===== src/rtl/core/plc_pkg.sv =====
`default_nettype none

package plc_pkg;

    // Field widths fixed by the item format
    localparam int POS_W   = 9;
    localparam int VALUE_W = 32;
    localparam int COUNT_W = 9;

    // Default sizing of the list
    localparam int LIST_DEPTH_DEF = 256;
    localparam int DATA_WIDTH_DEF = 32;

    typedef enum logic [1:0] {
        OP_INSERT = 2'd0,
        OP_DELETE = 2'd1,
        OP_READ   = 2'd2,
        OP_CLEAR  = 2'd3
    } plc_op_t;

    typedef struct packed {
        plc_op_t              operation;
        logic [POS_W-1:0]     position;
        logic [VALUE_W-1:0]   value;
    } plc_req_t;

    typedef struct packed {
        logic                 ok;
        logic [VALUE_W-1:0]   read_data;
        logic [COUNT_W-1:0]   entry_count;
    } plc_rsp_t;

    // Shift command broadcast to every cell of the row
    typedef struct packed {
        logic ins;
        logic del;
    } plc_ctl_t;

endpackage

`default_nettype wire


===== src/rtl/core/plc_cell.sv =====
`default_nettype none

module plc_cell
    import plc_pkg::*;
#(
    parameter int DATA_WIDTH = DATA_WIDTH_DEF,
    parameter int SLOT_W     = 8,
    parameter int IDX        = 0
)
(
    input  wire logic                  clk,
    input  wire plc_ctl_t              ctl,
    input  wire logic [SLOT_W-1:0]     slot,
    input  wire logic [DATA_WIDTH-1:0] new_data,
    input  wire logic [DATA_WIDTH-1:0] left_data,
    input  wire logic [DATA_WIDTH-1:0] right_data,
    output logic      [DATA_WIDTH-1:0] data,
    output logic      [DATA_WIDTH-1:0] hit_data
);

    localparam logic [SLOT_W-1:0] MY_SLOT = SLOT_W'(IDX);

    logic [DATA_WIDTH-1:0] data_reg;
    logic [DATA_WIDTH-1:0] data_next;
    logic                  at_slot;
    logic                  past_slot;

    assign at_slot   = (slot == MY_SLOT);
    assign past_slot = (MY_SLOT > slot);

    // Pick the entry for the next cycle: take new item, shift up, shift down or hold
    always_comb
    begin
        data_next = data_reg;
        if (ctl.ins && at_slot)
        begin
            data_next = new_data;
        end
        else if (ctl.ins && past_slot)
        begin
            data_next = left_data;
        end
        else if (ctl.del && (at_slot || past_slot))
        begin
            data_next = right_data;
        end
    end

    always_ff @(posedge clk)
    begin
        data_reg <= data_next;
    end

    // Drive the read bus only when addressed
    assign data     = data_reg;
    assign hit_data = at_slot ? data_reg : '0;

endmodule

`default_nettype wire


===== config.mk =====
export PLATFORM = sky130hd
export DESIGN_NAME = plc_cell
export DESIGN_NICKNAME = d
export VERILOG_FILES = /design/src/rtl/core/plc_pkg.sv /design/src/rtl/core/plc_cell.sv
export SDC_FILE = /design/constraint.sdc
export NUM_CORES = 1
export LEC_CHECK = 0
export BUFFER_PORTS_ARGS = -buffer_cell sky130_fd_sc_hd__buf_4
export CELL_PAD_IN_SITES_DETAIL_PLACEMENT = 1
export CELL_PAD_IN_SITES_GLOBAL_PLACEMENT = 1
export CORE_MARGIN = 5
export CORE_UTILIZATION = 26
export CTS_BUF_LIST = sky130_fd_sc_hd__clkbuf_2 sky130_fd_sc_hd__clkbuf_4 sky130_fd_sc_hd__clkbuf_8
export DETAILED_ROUTE_END_ITERATION = 16
export PLACE_DENSITY = 0.84
export SLEW_MARGIN = 5
export SYNTH_ARGS = -nofsm -noshare
export SYNTH_HDL_FRONTEND = slang
export SYNTH_SLANG_ARGS = --single-unit

===== constraint.sdc =====
create_clock -name clk -period 2.4 [get_ports clk]
set_input_delay 0.12 -clock clk [delete_from_list [all_inputs] [get_ports clk]]
set_output_delay 0.12 -clock clk [all_outputs]
set_load 0.02 [all_outputs]

==> results.json <==
{
  "run_status": "complete, no violations",
  "post_dp_cell_area_um2": 2890,
  "min_to": "data[30]",
  "cts_inserted_buffers": 5,
  "drc_errors": 0,
  "tightestPinTransition_ns": 0.373,
  "postSynth.asyncResetShare": 0,
  "fmax_ghz": 0.657,
  "p_leak_nw": 1.55,
  "end_kind": "flop",
  "cts_root_buf": "clkbuf_8",
  "drive_above_1_share": 0.744,
  "synth_fp_nets": 216,
  "clk_pin_slew_worst_paths_ns": 0.06,
  "netlist_area_um2": 1750,
  "cts_tree": "yes",
  "pre_cts_ws_ns": 0.571,
  "synthTopCellsByCount": "edfxtp_1, mux2_4, and3_1",
  "ys_ff_latch": 32,
  "grt_pass1_vias": 1619,
  "clockBufferDepth": 2,
  "synth_cells": 109,
  "period_minus_slack_ns": 1.52,
  "arrival_ns": 1.55,
  "cts_setup_buffers": 0,
  "max_slew_margin": 0.751,
  "largest_reg_flops": 32,
  "antenna_found_initial": 0,
  "ant_nets": 0,
  "wl_per_cell_um": 17.2,
  "fin_crit_sh": 0.634,
  "worstHoldStart": "right_data[30]",
  "powerDensity_nw_per_um2": 387,
  "synth_ff_type": "edfxtp_1",
  "synth-edff-count": 32,
  "finalHoldViolCount": 0,
  "initial_utilization": 0.270,
  "cts.sinks": 32,
  "area_growth_pct": 69.8,
  "yosysMostFrequentCell": "edfxtp_1",
  "wirelength_mm": 5.62,
  "total_power_mw": 1.15,
  "drtIter0Drc": 43,
  "final_area_um2": 2970,
  "dpl.hpwl_mm": 4.60,
  "grt_pass1_wl_mm": 8.40,
  "worstSetupStartpointType": "input port",
  "setup_violations": 0,
  "antenna_cells": 0,
  "die_w_um": 92.0,
  "io_buffers": 138,
  "grt_max_degree": 34,
  "ys_types": 10,
  "nNetsFinal": 357,
  "hold_depth": 2,
  "rsz0062_at_grt": "no",
  "min_path_type": "in2reg",
  "coreArea_um2": 6460,
  "num_vias": 1477,
  "ir_drop_uv": 200,
  "yosysSeqAreaShare": 0.550,
  "vias_per_cell": 4.52,
  "path_class": "in2reg",
  "gr-total-overflow": 0,
  "std_cell_rows": 29,
  "cts_max_level": 2,
  "synth.top_cell.area_share": 0.550,
  "tns_ns": 0,
  "die_y_um": 92.0,
  "crit_required_ns": 2.43,
  "synth_area_leaders": "edfxtp_1, mux2_4, and3_1",
  "syn_avg_cell_area_um2": 16.0,
  "grtUsageTotal": 0.128,
  "setup_slack_ns": 0.878,
  "whs_ns": 0.142,
  "first_pass_iters": 4,
  "ioPinCount": 171,
  "place_congestion": 0.740,
  "synth_top_area_cell": "edfxtp_1",
  "die-area_um2": 8460,
  "cts_resized": 0,
  "worstPathMaxFanout": 17,
  "holdBufCountCts": 0,
  "drv_cap": 0,
  "slew_violations": 0,
  "yosysWarnings": 0
}
[through the flow]
| stage | instances | util |
|---|---|---|
| after floorplan | 109 | - |
| after detailed placement | 320 | 0.448 |
| final | 327 | 0.459 |
| after global routing | 327 | 0.459 |
| after global placement | 320 | 0.448 |
| after CTS | 327 | 0.459 |
[per-layer routing]
| layer | share of wire | global-route usage | vias up |
|---|---|---|---|
| li1 | - | - | 701 |
| met3 | 0.093 | 0.0466 | 10 |
| met2 | 0.56 | 0.246 | 75 |
| met1 | 0.32 | 0.119 | 691 |
| met5 | 0 | 0 | - |
| met4 | 0.025 | 0.0582 | 0 |
[worst max path at each step]
stage                  from  endpoint  slack [ns]  depth (start not counted)
finish              slot[5]  data[24]        0.88                          5
global route        slot[5]  data[17]        0.79                          5
CTS                 slot[5]  data[22]        0.87                          5
floorplan           slot[1]   data[0]        0.34                          3
global placement    slot[5]   data[1]        0.58                          5
detailed placement  slot[5]  data[22]        0.57                          5
[placed cells by master, fill, tap and decap left out]
cell and n:
and3_1 29, edfxtp_1 32, clkinv_1 2, mux2_2 2, clkbuf_8 5, and3_2 3
mux2_4 30, nor4_4 2, o211a_1 1, buf_4 142, buf_12 1, nand3_4 1
[kinds of logic (layout without fill, tap and decap cells)]
family,count (synthesis),in the layout,synth area share
mux,32,32,0.271
buf+inv,9,150,0.0322
flops,32,32,0.550
simple gates,35,35,0.141
compound gates,1,1,0.00573
[report_power, final]
part | internal, mW | total, mW | switching, mW
sequential | 0.616 | 0.617 | 0.000736
combinational | 0.117 | 0.159 | 0.0421
clock | 0.191 | 0.372 | 0.181
[area by class of cell]
type                            count  area, um^2
Multi-Input combinational cell     68         747
Tap cell                           77        96.3
Clock inverter                      2        7.51
Clock buffer                        5        68.8
Sequential cell                    32         961
Fill cell                         697        3490
Timing Repair Buffer              143        1090
[worst max-delay path: stages]
cell	delay (ns)
buf_4	0.12
nor4_4	0.35
nand3_4	0.36
buf_12	0.29
mux2_4	0.30
No activity file was read; power rests on OpenSTA's default activity.
